===== src/rtl/core/mcr_pkg.sv =====
// ----------------------------------------------------------------------------
// mcr_pkg: shared types and constants of the midpoint circle rasterizer
// Field widths, operation and register codes, and the pixel group that
// travels from the circle stepper to the pixel emitter.
// ----------------------------------------------------------------------------
package mcr_pkg;

  localparam int unsigned CENTER_W   = 12;
  localparam int unsigned RADIUS_W   = 11;
  localparam int unsigned OFFSET_W   = 12;
  localparam int unsigned DECISION_W = 16;
  localparam int unsigned PIXEL_W    = 14;
  localparam int unsigned COLOR_W    = 8;

  // Stream words, padded to whole bytes.
  localparam int unsigned S_TDATA_W  = 40;
  localparam int unsigned M_TDATA_W  = 40;

  localparam int unsigned APB_ADDR_W = 3;
  localparam int unsigned APB_DATA_W = 32;

  localparam logic [COLOR_W-1:0] COLOR_RESET = 8'd3;

  // Input operation codes, carried on tuser.
  localparam logic OP_START = 1'b0;
  localparam logic OP_STEP  = 1'b1;

  // Register index, taken from paddr[2].
  localparam logic REG_PIXEL_COLOR = 1'b0;

  localparam int unsigned PIX_IDX_W = 3;
  localparam logic [PIX_IDX_W-1:0] PIX_IDX_LAST = 3'd7;

  typedef struct packed {
    logic [CENTER_W-1:0]        cx;
    logic [CENTER_W-1:0]        cy;
    logic signed [OFFSET_W-1:0] a;
    logic signed [OFFSET_W-1:0] b;
    logic                       done;
  } group_t;

endpackage


===== src/rtl/core/midpoint_circle_rasterizer_top.sv =====
// ----------------------------------------------------------------------------
// midpoint_circle_rasterizer_top: Bresenham midpoint circle generator
// A start word latches center and radius and yields the first pixel group;
// each step word while the circle runs advances it one column and yields the next group.
// The first pixel of a group leaves from the emitter register, after the word has passed the group stage.
// Throughput: one pixel per cycle on the output stream while m_axis_tready_i is
// high; a step word while idle is taken and yields no group.
// The single-pixel output stage sets the rate; one group waits behind it.
// Reset (rst_ni low, asynchronous) empties both stages, stops the circle
// and sets pixel_color to 3.
// ----------------------------------------------------------------------------
module midpoint_circle_rasterizer_top #(
  parameter int unsigned COORD_BITS = 12
) (
  input  logic                               clk_i,
  input  logic                               rst_ni,
  input  logic                               s_axis_tvalid_i,
  output logic                               s_axis_tready_o,
  // tdata: center_x[11:0], center_y[23:12], radius[34:24], zero[39:35]
  input  logic [mcr_pkg::S_TDATA_W-1:0]      s_axis_tdata_i,
  // tuser: op
  input  logic                               s_axis_tuser_i,
  output logic                               m_axis_tvalid_o,
  input  logic                               m_axis_tready_i,
  // tdata: pixel_x[13:0], pixel_y[27:14], color[35:28], zero[39:36]
  output logic [mcr_pkg::M_TDATA_W-1:0]      m_axis_tdata_o,
  output logic                               m_axis_tlast_o,
  // tuser: circle_done
  output logic                               m_axis_tuser_o,
  input  logic                               psel,
  input  logic                               penable,
  input  logic                               pwrite,
  input  logic [mcr_pkg::APB_ADDR_W-1:0]     paddr,
  input  logic [mcr_pkg::APB_DATA_W-1:0]     pwdata,
  output logic [mcr_pkg::APB_DATA_W-1:0]     prdata,
  output logic                               pready
);

  localparam int unsigned CW =
      (COORD_BITS < mcr_pkg::CENTER_W) ? COORD_BITS : mcr_pkg::CENTER_W;

  logic [mcr_pkg::COLOR_W-1:0]           pixel_color_q;
  logic [CW-1:0]                         center_x_q, center_x_d;
  logic [CW-1:0]                         center_y_q, center_y_d;
  logic signed [mcr_pkg::OFFSET_W-1:0]   offset_x_q, offset_x_d;
  logic signed [mcr_pkg::OFFSET_W-1:0]   offset_y_q, offset_y_d;
  logic signed [mcr_pkg::DECISION_W-1:0] decision_q, decision_d;
  logic                                  running_q, running_d;

  mcr_pkg::group_t                       grp_q, grp_d;
  logic                                  grp_valid_q;
  logic                                  grp_take;
  logic                                  grp_new;

  logic                                  in_hs;
  logic                                  op;
  logic [mcr_pkg::CENTER_W-1:0]          in_cx;
  logic [mcr_pkg::CENTER_W-1:0]          in_cy;
  logic [mcr_pkg::RADIUS_W-1:0]          in_radius;
  logic signed [mcr_pkg::OFFSET_W-1:0]   x_inc;
  logic signed [mcr_pkg::OFFSET_W-1:0]   y_next;
  logic [mcr_pkg::DECISION_W-1:0]        diff;
  logic [mcr_pkg::DECISION_W-1:0]        r_ext;
  logic                                  d_pos;
  logic                                  cfg_wr;

  // Configuration port.
  assign pready = 1'b1;
  assign cfg_wr = psel && penable && pwrite && pready &&
                  (paddr[2] == mcr_pkg::REG_PIXEL_COLOR);

  always_ff @(posedge clk_i or negedge rst_ni) begin
    if (!rst_ni) begin
      pixel_color_q <= mcr_pkg::COLOR_RESET;
    end else if (cfg_wr) begin
      pixel_color_q <= pwdata[mcr_pkg::COLOR_W-1:0];
    end
  end

  assign prdata = (paddr[2] == mcr_pkg::REG_PIXEL_COLOR) ?
                  mcr_pkg::APB_DATA_W'(pixel_color_q) : '0;

  // Input side. The group stage is the input register of the block.
  assign s_axis_tready_o = !grp_valid_q;
  assign in_hs     = s_axis_tvalid_i && s_axis_tready_o;
  assign op        = s_axis_tuser_i;
  assign in_cx     = s_axis_tdata_i[11:0];
  assign in_cy     = s_axis_tdata_i[23:12];
  assign in_radius = s_axis_tdata_i[34:24];

  always_comb begin
    center_x_d = center_x_q;
    center_y_d = center_y_q;
    offset_x_d = offset_x_q;
    offset_y_d = offset_y_q;
    decision_d = decision_q;
    running_d  = running_q;
    grp_d      = grp_q;
    grp_new    = 1'b0;

    r_ext  = mcr_pkg::DECISION_W'(in_radius);
    x_inc  = offset_x_q + 1'b1;
    d_pos  = !decision_q[mcr_pkg::DECISION_W-1] && (decision_q != '0);
    y_next = d_pos ? (offset_y_q - 1'b1) : offset_y_q;
    diff   = mcr_pkg::DECISION_W'(x_inc) - mcr_pkg::DECISION_W'(y_next);

    if (in_hs) begin
      if (op == mcr_pkg::OP_START) begin
        center_x_d = CW'(in_cx);
        center_y_d = CW'(in_cy);
        offset_x_d = '0;
        offset_y_d = mcr_pkg::OFFSET_W'(in_radius);
        decision_d = 16'sd3 - signed'(r_ext << 1);
        running_d  = 1'b1;
        grp_d.cx   = mcr_pkg::CENTER_W'(center_x_d);
        grp_d.cy   = mcr_pkg::CENTER_W'(center_y_d);
        grp_d.a    = '0;
        grp_d.b    = offset_y_d;
        grp_d.done = 1'b0;
        grp_new    = 1'b1;
      end else if (running_q) begin
        offset_x_d = x_inc;
        offset_y_d = y_next;
        if (d_pos) begin
          decision_d = decision_q + signed'(diff << 2) + 16'sd10;
        end else begin
          decision_d = decision_q + signed'(mcr_pkg::DECISION_W'(x_inc) << 2) + 16'sd6;
        end
        grp_d.cx   = mcr_pkg::CENTER_W'(center_x_q);
        grp_d.cy   = mcr_pkg::CENTER_W'(center_y_q);
        grp_d.a    = x_inc;
        grp_d.b    = y_next;
        grp_d.done = (y_next < x_inc);
        running_d  = !grp_d.done;
        grp_new    = 1'b1;
      end
    end
  end

  always_ff @(posedge clk_i or negedge rst_ni) begin
    if (!rst_ni) begin
      center_x_q  <= '0;
      center_y_q  <= '0;
      offset_x_q  <= '0;
      offset_y_q  <= '0;
      decision_q  <= '0;
      running_q   <= 1'b0;
      grp_valid_q <= 1'b0;
    end else begin
      center_x_q <= center_x_d;
      center_y_q <= center_y_d;
      offset_x_q <= offset_x_d;
      offset_y_q <= offset_y_d;
      decision_q <= decision_d;
      running_q  <= running_d;
      if (grp_new) begin
        grp_valid_q <= 1'b1;
      end else if (grp_take) begin
        grp_valid_q <= 1'b0;
      end
    end
  end

  always_ff @(posedge clk_i) begin
    if (grp_new) begin
      grp_q <= grp_d;
    end
  end

  mcr_emitter u_emitter (
    .clk_i           (clk_i),
    .rst_ni          (rst_ni),
    .group_i         (grp_q),
    .group_valid_i   (grp_valid_q),
    .group_ready_o   (grp_take),
    .color_i         (pixel_color_q),
    .m_axis_tvalid_o (m_axis_tvalid_o),
    .m_axis_tready_i (m_axis_tready_i),
    .m_axis_tdata_o  (m_axis_tdata_o),
    .m_axis_tlast_o  (m_axis_tlast_o),
    .m_axis_tuser_o  (m_axis_tuser_o)
  );

  // A step word while idle must not create a group.
  assert property (@(posedge clk_i) disable iff (!rst_ni)
    (in_hs && op == mcr_pkg::OP_STEP && !running_q) |=> !grp_valid_q)
    else $error("step while idle produced a pixel group");

  // A start word always leaves a running circle and a pending group.
  assert property (@(posedge clk_i) disable iff (!rst_ni)
    (in_hs && op == mcr_pkg::OP_START) |=> (running_q && grp_valid_q))
    else $error("start word did not begin a circle");

  // A pending group is handed on once the emitter takes it.
  assert property (@(posedge clk_i) disable iff (!rst_ni)
    (grp_valid_q && grp_take) |=> !grp_valid_q)
    else $error("pixel group stayed pending after handoff");

endmodule


===== src/rtl/core/mcr_emitter.sv =====
// ----------------------------------------------------------------------------
// mcr_emitter: pixel group to pixel stream
// Holds one eight-way symmetric group and sends its eight pixels, one word
// per cycle while m_axis_tready_i is high, in octant order.
// ----------------------------------------------------------------------------
module mcr_emitter (
  input  logic                               clk_i,
  input  logic                               rst_ni,
  input  mcr_pkg::group_t                    group_i,
  input  logic                               group_valid_i,
  output logic                               group_ready_o,
  input  logic [mcr_pkg::COLOR_W-1:0]        color_i,
  output logic                               m_axis_tvalid_o,
  input  logic                               m_axis_tready_i,
  // tdata: pixel_x[13:0], pixel_y[27:14], color[35:28], zero[39:36]
  output logic [mcr_pkg::M_TDATA_W-1:0]      m_axis_tdata_o,
  output logic                               m_axis_tlast_o,
  // tuser: circle_done
  output logic                               m_axis_tuser_o
);

  mcr_pkg::group_t                   grp_q;
  logic                              valid_q;
  logic [mcr_pkg::PIX_IDX_W-1:0]     idx_q;
  logic                              out_hs;
  logic                              is_last;
  logic signed [mcr_pkg::OFFSET_W-1:0] u;
  logic signed [mcr_pkg::OFFSET_W-1:0] v;
  logic [mcr_pkg::PIXEL_W-1:0]       cx_ext;
  logic [mcr_pkg::PIXEL_W-1:0]       cy_ext;
  logic [mcr_pkg::PIXEL_W-1:0]       u_ext;
  logic [mcr_pkg::PIXEL_W-1:0]       v_ext;
  logic [mcr_pkg::PIXEL_W-1:0]       pixel_x;
  logic [mcr_pkg::PIXEL_W-1:0]       pixel_y;

  assign is_last       = (idx_q == mcr_pkg::PIX_IDX_LAST);
  assign out_hs        = valid_q && m_axis_tready_i;
  assign group_ready_o = !valid_q || (out_hs && is_last);

  always_ff @(posedge clk_i or negedge rst_ni) begin
    if (!rst_ni) begin
      valid_q <= 1'b0;
      idx_q   <= '0;
    end else if (group_valid_i && group_ready_o) begin
      valid_q <= 1'b1;
      idx_q   <= '0;
    end else if (out_hs) begin
      if (is_last) begin
        valid_q <= 1'b0;
      end else begin
        idx_q <= idx_q + 1'b1;
      end
    end
  end

  always_ff @(posedge clk_i) begin
    if (group_valid_i && group_ready_o) begin
      grp_q <= group_i;
    end
  end

  // The upper half of the group swaps the roles of the two offsets; bit 0
  // mirrors the column and bit 1 mirrors the row.
  always_comb begin
    u       = idx_q[2] ? grp_q.b : grp_q.a;
    v       = idx_q[2] ? grp_q.a : grp_q.b;
    cx_ext  = mcr_pkg::PIXEL_W'(grp_q.cx);
    cy_ext  = mcr_pkg::PIXEL_W'(grp_q.cy);
    u_ext   = mcr_pkg::PIXEL_W'(u);
    v_ext   = mcr_pkg::PIXEL_W'(v);
    pixel_x = idx_q[0] ? (cx_ext - u_ext) : (cx_ext + u_ext);
    pixel_y = idx_q[1] ? (cy_ext - v_ext) : (cy_ext + v_ext);
  end

  assign m_axis_tvalid_o = valid_q;
  assign m_axis_tdata_o  = {4'b0000, color_i, pixel_y, pixel_x};
  assign m_axis_tlast_o  = is_last;
  assign m_axis_tuser_o  = grp_q.done;

endmodule

===== config.mk =====
export PLATFORM = sky130hd
export DESIGN_NAME = midpoint_circle_rasterizer_top
export DESIGN_NICKNAME = d
export VERILOG_FILES = /design/src/rtl/core/mcr_pkg.sv /design/src/rtl/core/midpoint_circle_rasterizer_top.sv /design/src/rtl/core/mcr_emitter.sv
export SDC_FILE = /design/constraint.sdc
export NUM_CORES = 1
export LEC_CHECK = 0
export BUFFER_PORTS_ARGS = -buffer_cell sky130_fd_sc_hd__buf_2
export CORE_MARGIN = 10
export CORE_UTILIZATION = 53
export DETAILED_ROUTE_END_ITERATION = 10
export GPL_ROUTABILITY_DRIVEN = 0
export PLACE_DENSITY = 0.8
export SETUP_SLACK_MARGIN = 0.1
export SYNTH_ARGS = -nofsm -noshare
export SYNTH_HDL_FRONTEND = slang
export SYNTH_SLANG_ARGS = --single-unit
export TNS_END_PERCENT = 50

===== constraint.sdc =====
create_clock -name clk_i -period 4.9 [get_ports clk_i]
set_input_delay 0.735 -clock clk_i [delete_from_list [all_inputs] [get_ports clk_i]]
set_output_delay 0.735 -clock clk_i [all_outputs]
set_load 0.005 [all_outputs]

# Word level (Yosys, flattened, before mapping)
# Cells that the tools add are included.
# totals
register_bits	176
out_inout_bits	77
wordCells	90
# op_classes
add_sub_neg	13
magnitude_cmp	1
eq_ne	3
mux	28
bitwise	2
reduce_logical	22
# ops
op	count
49-bit two-way mux	2
12-bit two-way mux	7
16-bit two-way mux	3
13-bit by 12-bit adder with 14-bit output	2
14-bit two-way mux	2
13-bit by 12-bit subtractor with 14-bit output	2
16-bit by 14-bit adder with 16-bit output	1
16-bit by 15-bit adder with 16-bit output	1
16-bit by 4-bit adder with 16-bit output, second input constant	1
16-bit by 5-bit adder with 16-bit output, second input constant	1
16-bit nonzero test	1
12-bit by 12-bit subtractor with 13-bit output	1
2-bit by 12-bit subtractor with 13-bit output, first input constant	1
12-bit by 1-bit adder with 12-bit output, second input constant	1
12-bit < comparator	1
12-bit by 1-bit subtractor with 12-bit output, second input constant	1
1-bit two-way mux	10
3-bit two-way mux	3
1-bit logical AND	8
8-bit two-way mux	1
2-bit AND reduction	4
2-bit nonzero test	3
1-bit zero test	4
3-bit by 1-bit adder with 3-bit output, second input constant	1
other kinds (6)	7

# Longest topological paths before layout
# Gate-level depths: netlist of the first run.
# depth
ltp_word	9
mapped_depth	23
mapped_depth_nobuf	22

# Cells and area by module
# From an unflattened synthesis of the first run, not the netlist that was laid out.
# hier_totals
cells_unflattened	1184
area_unflattened_um2	12197.9
# modules_own_cells
mod	n_inst	cells_each	area_per_inst_um2	seq_area_each_um2
midpoint_circle_rasterizer_top	1	814	8309.2	3325.7
mcr_emitter	1	370	3888.7	1571.5

# Least setup slack after synthesis of the first run
# Ideal clock, no wire load.
# synth_path
path_type	flip-flop to flip-flop
startpoint	reg decision_q[7] (netlist name)
endpoint	reg decision_q[15] (netlist name)
setup_time_ns	0.143
t_arrival_ns	5.195
required_ns	4.757
setup_slack_ns	-0.438
stages_incl_launch_ff	23
cell_sequence	dfrtp_1 -> or4_4 -> o41a_1 -> buf_2 -> xnor2_1 -> ha_1 -> inv_1 -> ha_1 -> o31a_1 -> o211ai_1 -> a31oi_1 -> a31oi_2 -> a2111oi_2 -> nor3_2 -> xor2_1 -> ha_1 -> ha_1 -> or3_1 -> o211ai_1 -> o211ai_1 -> a21boi_0 -> o21ai_0 -> o311ai_1
# synth_between
elab_chain_len	9
# synth_lines
element	line	text
start, declared	midpoint_circle_rasterizer_top.sv:47	logic signed [mcr_pkg::DECISION_W-1:0] decision_q, decision_d;
start signal, assigned	midpoint_circle_rasterizer_top.sv:154	decision_q <= decision_d;
16-bit nonzero test	midpoint_circle_rasterizer_top.sv:103	d_pos = !decision_q[mcr_pkg::DECISION_W-1] && (decision_q != '0);
1-bit logical AND	midpoint_circle_rasterizer_top.sv:103	
12-bit two-way mux	midpoint_circle_rasterizer_top.sv:104	y_next = d_pos ? (offset_y_q - 1'b1) : offset_y_q;
12-bit by 12-bit subtractor with 13-bit output	midpoint_circle_rasterizer_top.sv:105	diff = mcr_pkg::DECISION_W'(x_inc) - mcr_pkg::DECISION_W'(y_next);
16-bit by 15-bit adder with 16-bit output	midpoint_circle_rasterizer_top.sv:125	decision_d = decision_q + signed'(diff << 2) + 16'sd10;
16-bit by 5-bit adder with 16-bit output	midpoint_circle_rasterizer_top.sv:125	
16-bit two-way mux (*)	midpoint_circle_rasterizer_top.sv:124	if (d_pos) begin
16-bit two-way mux (*)	midpoint_circle_rasterizer_top.sv:121	end else if (running_q) begin
16-bit two-way mux (*)	midpoint_circle_rasterizer_top.sv:108	if (op == mcr_pkg::OP_START) begin
# Every way passes the cells marked *; elsewhere a longest branch is shown, timed or not. The select of a mux whose other input is x is not followed.
# A chain may end at the register's enable or synchronous reset.

# Final worst setup path of the first run
# layout_path
startpoint	reg decision_q[4] (netlist name)
endpoint	reg decision_q[15] (netlist name)
# Same word-level chain as after synthesis.

==> results.json, run 1 <==
{
  "ys_types": 82,
  "clk_pin_slew_ns": 0.07,
  "arrival_ns": 5.87,
  "dp_hpwl_um": 21800,
  "antenna_found_initial": 0,
  "ys.warnings.count": 0,
  "port_buffers": 99,
  "clk_latency_ns": 0.44,
  "startpoint": "decision_q[4]",
  "finalClockSkew_ns": 0.00819,
  "ys_async_sr_fraction_pct": 44.3,
  "num_rows": 54,
  "drv_cap": 0,
  "reg2regPathDepth": 24,
  "dpl_worst_slack_ns": -0.673,
  "synth_edf_count": 98,
  "vdd_drop_max_v": 0.00100,
  "grt_max_degree": 72,
  "fmax_mhz": 179,
  "ys_seq_area_share_pct": 42.0,
  "crit_fanout": 4,
  "areaGrowthSynthToFinish_pct": 20.1,
  "drc": 0,
  "slew_violations": 0,
  "drive_gt1_share_pct": 29.4,
  "grt_pass1_vias": 9593,
  "cts_made_buffers": 17,
  "synthCells": 1125,
  "dieHeight_um": 168,
  "r2r_slack_ns": -0.68,
  "r2r_start": "decision_q[4]",
  "hold_class": "primary input to asynchronous set/reset pin",
  "r2r-end": "decision_q[15]",
  "initial_core_util_pct": 53.6,
  "first_pass_iters": 5,
  "cts_num_sinks": 176,
  "overflow": 0,
  "netlist_top_cells_area": "edfxtp_1 (25%), dfrtp_1 (16%), ha_1 (9.2%)",
  "post_drt_wl_per_cell_um": 18.2,
  "timing_hold_violations_final": 0,
  "cts_tree": "built",
  "worst_pin_slew_ns": 0.881,
  "grtUsageTotal_pct": 20.3,
  "ys_top_cells_by_count": "edfxtp_1 (98), nor2_1 (91), ha_1 (86)",
  "synth-main-ff-cell": "edfxtp_1",
  "timing.final.crit_share_pct": 114,
  "final_cells": 1613,
  "cp-start-kind": "register",
  "required_ns": 5.19,
  "synth_top_area_share_pct": 25.2,
  "leakagePower_nw": 5.99,
  "rsz0062_at_grt": "yes",
  "io_pins": 160,
  "slew_headroom_pct": 41.3,
  "ant_nets": 0,
  "drt-initial-drc-count": 551,
  "yosys.area.top_type": "edfxtp_1",
  "netlist_area_mm2": 0.0117,
  "fin_ws_ns": -0.684,
  "setup.worst_path.end_class": "register",
  "finalCriticalPeriod_ns": 5.58,
  "die-width_um": 168,
  "n_antenna_cell": 0,
  "viasPerCell": 5.75,
  "root_buffer": "clkbuf_16",
  "drt-total-wl_um": 29300,
  "clockBufferDepth": 2,
  "power.density_mw_per_mm2": 710,
  "finalSetupViolCount": 6,
  "dp_cells": 1573,
  "violations": "negative setup slack",
  "num_vias": 9272,
  "outcome": "finished, violations left",
  "fin_nets": 1493,
  "htreeDepth": 4,
  "coreArea_mm2": 0.0218,
  "dieArea_mm2": 0.0284,
  "synth_area_per_cell_um2": 10.4,
  "yosysMostFrequentCell": "edfxtp_1",
  "ys_ff_latch": 176,
  "endpoint": "decision_q[15]",
  "critPathKind": "register to register",
  "grt_first_pass_wirelength_um": 47300
}
cells in the final DEF, fill, tap and decap left out, types with 8 or more instances in the layout:
master,netlist,final
nor2_1,91,85
nand3_1,17,16
dfrtp_1,76,75
nand2_1,76,75
a31oi_1,15,13
or2_2,8,8
ha_1,86,77
clkbuf_16,0,17
xor2_1,50,49
edfxtp_1,98,98
buf_2,2,98
o21ai_0,58,44
a21oi_1,57,50
o21ai_1,1,10
mux2i_1,28,23
mux2_2,66,65
inv_1,58,57
or3_1,12,12
conb_1,2,29
nor2b_1,19,18
xnor2_1,54,53
o211ai_1,11,11
nor3_1,27,24
nand2b_1,11,11
and2_1,15,14
buf_4,30,107
worst max-delay path, cell delays in order (launching register included):
cell and delay, ns:
dfrtp_1 0.40, or4_4 0.52, o41a_1 0.52, mux2_4 0.35
nor2_4 0.08, nor3_2 0.05, ha_2 0.19, o31a_1 0.27
o211ai_1 0.20, buf_4 0.18, a31oi_4 0.11, a31oi_4 0.24
a2111oi_4 0.07, nor3_2 0.22, xor2_1 0.21, ha_1 0.27
ha_2 0.19, or3_1 0.30, o211ai_1 0.30, nand2_1 0.09
o211ai_1 0.19, buf_4 0.18, nor3b_2 0.04, o21ai_1 0.14
o311ai_1 0.12
registers in the layout, indices dropped and copies added (netlist names), 3 cells and up:
signal,flops
u_emitter.cx_ext,12
offset_x_q,12
u_emitter.idx_q,3
pixel_color_q,8
grp_q,49
u_emitter.cy_ext,12
u_emitter.grp_q,24
center_y_q,12
offset_y_q,12
decision_q,16
center_x_q,12
stage by stage:
stage / util [%] / hold WS, ns / power [mW] / instance area [um^2] / setup TNS (ns)
after global routing: 64.4 / 0.144 / 10.8 / 14000 / -3.53
after floorplan: - / 0.400 / 6.18 / 11800 / -0.576
final: 64.4 / 0.144 / 9.95 / 14000 / -1.93
after CTS: 63.4 / 0.143 / 9.62 / 13800 / -1.72
after global placement: 60.3 / 0.401 / 7.91 / 13100 / -1.36
after detailed placement: 60.3 / 0.405 / 8.14 / 13100 / -1.74
layout make-up:
class | count | area (um^2)
fill | 1652 | 7740
multi-input combinational | 857 | 6640
sequential | 176 | 4900
clock buffer | 17 | 425
timing repair buffer | 208 | 1340
tap | 280 | 350
inverter | 60 | 225
clock inverter | 15 | 143
timing repair:
item	4_1_cts	5_1_grt
endpoints found under the hold margin	0	0
endpoints found under the setup margin	16	17
hold buffers	0	0
pin swaps	17	32
setup buffers	3	5
gates resized for setup	27	45
worst min-delay path by stage:
stage / slack (ns) / to
2_1_floorplan: 0.40 / u_emitter.cx_ext[0]
3_3_place_gp: 0.40 / u_emitter.grp_q[13]
3_5_place_dp: 0.40 / u_emitter.grp_q[18]
4_1_cts: 0.14 / center_y_q[8]
5_1_grt: 0.14 / center_y_q[4]
6_report: 0.14 / center_y_q[10]
per-layer routing:
metal | share of wire, % | global-route usage (%) | vias to the layer above
met3 | 6.8 | 4.42 | 45
met1 | 40 | 24.0 | 4512
met2 | 51 | 35.6 | 320
li1 | - | - | 4395
met4 | 1.9 | 7.04 | 0
met5 | 0 | 0 | -
where the power goes:
group | switching (mW) | internal (mW)
clock | 0.638 | 0.674
sequential | 0.232 | 1.98
combinational | 3.32 | 3.11
cell families after synthesis:
kind of cell             synth area share [%]
XOR/XNOR                                 8.14
AO/OA/AOI/OAI                            12.6
adder cells (fa/ha/maj)                  10.1
buffers and inverters                    4.81
AND/OR/NAND/NOR                          13.4
flip-flops                               42.0
multiplexers                             8.89
other                                  0.0644
No activity file was read; power rests on OpenSTA's default activity.
==> inputs of run 2 (changes only) <==
CORE_MARGIN = default   (was 10)
==> run 2 against run 1 <==
  * The flow still finishes with violations (negative setup slack)
  * Non-clock buffer count rose by 12
  * Clock-buffer cell count rose by 1
  * Hold slack improved by 0.23 ns
  * First-iteration DRC count rose by 21%
  * Sequential cell count did not move
  * Register-to-register slack improved by 0.07 ns
  * Final area rose by 1.6%
==> results.json, run 2 (synthesis results as in run 1) <==
{
  "slew_violations": 0,
  "io_pins": 160,
  "num_rows": 53,
  "power.density_mw_per_mm2": 727,
  "reg2regPathDepth": 22,
  "cts_made_buffers": 17,
  "port_buffers": 99,
  "grt_first_pass_wirelength_um": 43900,
  "areaGrowthSynthToFinish_pct": 22.0,
  "grtUsageTotal_pct": 25.1,
  "largest_register_ffs": 49,
  "cts_num_sinks": 176,
  "ant_nets": 0,
  "nFillCells": 1554,
  "drt-total-wl_um": 27600,
  "initial_core_util_pct": 54.8,
  "viasPerCell": 5.69,
  "whs_ns": 0.374,
  "grt_pass1_vias": 9182,
  "crit_fanout": 4,
  "drive_gt1_share_pct": 30.3,
  "finalSetupViolCount": 5,
  "finalPower_mw": 10.4,
  "htreeDepth": 4,
  "r2r_start": "decision_q[14]",
  "cts_tree": "built",
  "critPathKind": "register to register",
  "n_antenna_cell": 0,
  "clock_power_share_pct": 14.1,
  "clk_latency_ns": 0.43,
  "grt_max_degree": 71,
  "dieHeight_um": 150,
  "antenna_found_initial": 0,
  "slew_headroom_pct": 43.2,
  "arrival_ns": 5.84,
  "num_vias": 9222,
  "die-width_um": 150,
  "largest-register": "grp_q",
  "clk_pin_slew_ns": 0.07,
  "p_comb_share_pct": 64.7,
  "largestRegisters": "grp_q (49), u_emitter.grp_q (24), decision_q (16)",
  "hold_class": "primary input to asynchronous set/reset pin",
  "p_seq_share_pct": 21.3,
  "fmax_mhz": 181,
  "dieArea_mm2": 0.0226,
  "outcome": "finished, violations left",
  "dpl_worst_slack_ns": -0.646,
  "layout_common_cells": "buf_4 (118), edfxtp_1 (98), buf_2 (98), nor2_1 (86), nand2_1 (76)",
  "fin_nets": 1505,
  "final_common_cell": "buf_4",
  "worst_pin_slew_ns": 0.852,
  "coreArea_mm2": 0.0213,
  "r2r_slack_ns": -0.62,
  "timing_hold_violations_final": 0,
  "leakagePower_nw": 6.10,
  "first_pass_iters": 5,
  "required_ns": 5.23,
  "holdBufCountCts": 0,
  "p_sw_mw": 4.22,
  "drv_cap": 0,
  "rsz0062_at_grt": "yes",
  "finalCriticalPeriod_ns": 5.52,
  "clockBufferDepth": 2,
  "drc": 0,
  "finalClockSkew_ns": 0.00969,
  "sw_frac_of_total_pct": 40.7,
  "root_buffer": "clkbuf_16",
  "drt-initial-drc-count": 669,
  "vdd_drop_max_v": 0.00111,
  "post_drt_wl_per_cell_um": 17.0,
  "internal_power_mw": 6.14,
  "dp_hpwl_um": 20300,
  "timing.final.crit_share_pct": 113,
  "r2r-end": "decision_q[15]",
  "fin_ws_ns": -0.616,
  "overflow": 0,
  "setup.worst_path.end_class": "register",
  "cp-start-kind": "register",
  "violations": "negative setup slack"
}
==> run 2: cell count changes in the layout (fill, tap and decap cells not counted), moves of 2 or more <==
cell	previous run	this run
buf_4	107	118
a21oi_1	50	46
ha_4	4	8
bufinv_16	0	3
a21oi_2	7	9
a21oi_4	0	2
clkinvlp_4	3	1
ha_1	77	75
ha_2	5	3
inv_8	5	3
mux2i_1	23	25
mux2i_4	4	2
nor2_2	5	3
o21ai_0	44	46
==> run 2: what timing repair did <==
action / 4_1_cts / 5_1_grt
buffers inserted: 6 / 4
pin swaps: 32 / 25
endpoints found under the setup margin: 16 / 16
resized for setup: 38 / 34
==> run 2: worst max-delay path, stage by stage (launching register included) <==
cell	delay, ns
dfrtp_1	0.38
or4_4	0.53
o41a_1	0.51
mux2_4	0.35
nor2_4	0.08
nor3_2	0.05
ha_2	0.19
o31a_1	0.26
o211ai_1	0.31
nand3_1	0.19
a31oi_2	0.16
buf_4	0.17
a2111oi_4	0.05
nor3_2	0.19
xor2_1	0.22
ha_1	0.27
ha_2	0.19
or3_1	0.30
o211ai_1	0.29
o211ai_1	0.20
nor3_1	0.22
a31oi_1	0.07
o311ai_1	0.23
==> run 2: metrics by stage <==
step	utilization, %	std cells	TNS (ns)	cell area [um^2]
2_1_floorplan	-	1152	-0.576	11800
3_3_place_gp	61.9	1578	-1.37	13200
3_5_place_dp	61.9	1578	-1.64	13200
4_1_cts	66.0	1616	-1.44	14100
5_1_grt	66.9	1620	-3.20	14200
6_report	66.9	1620	-1.70	14200
==> run 2: worst max-delay path by stage <==
stage / start / end / slack [ns] / cells past startpoint
CTS: decision_q[7] / decision_q[15] / -0.54 / 22
finish: decision_q[14] / decision_q[15] / -0.62 / 22
global route: decision_q[14] / decision_q[15] / -0.85 / 22
global placement: decision_q[14] / decision_q[15] / -0.58 / 21
detailed placement: decision_q[14] / decision_q[15] / -0.65 / 21
floorplan: decision_q[14] / decision_q[15] / -0.40 / 22
==> run 2: final cells by class <==
cell class / instances / area [um^2] / share of cell area (%)
clock buffer: 18 / 450 / 3.16
clock inverter: 14 / 193 / 1.35
inverter: 60 / 225 / 1.58
multi-input combinational: 857 / 6700 / 47.0
sequential: 176 / 4900 / 34.4
tap: 275 / 344 / 2.42
timing repair buffer: 220 / 1430 / 10.0
==> run 2: routing by layer <==
metal / up-vias / wire, um / GRT usage [%]
met4: 0 / 678 / 9.75
met2: 294 / 13700 / 43.6
li1: 4419 / - / -
met5: - / 0 / 0
met3: 49 / 1350 / 4.15
met1: 4460 / 11900 / 31.3
==> run 2: power groups by stage <==
stage	Combinational, mW	Sequential (mW)	Clock (mW)
2_1_floorplan	4.00	2.18	0
3_3_place_gp	5.71	2.20	0
3_5_place_dp	5.92	2.22	0
4_1_cts	6.24	2.20	1.48
5_1_grt	7.36	2.24	1.53
6_report	6.69	2.20	1.46
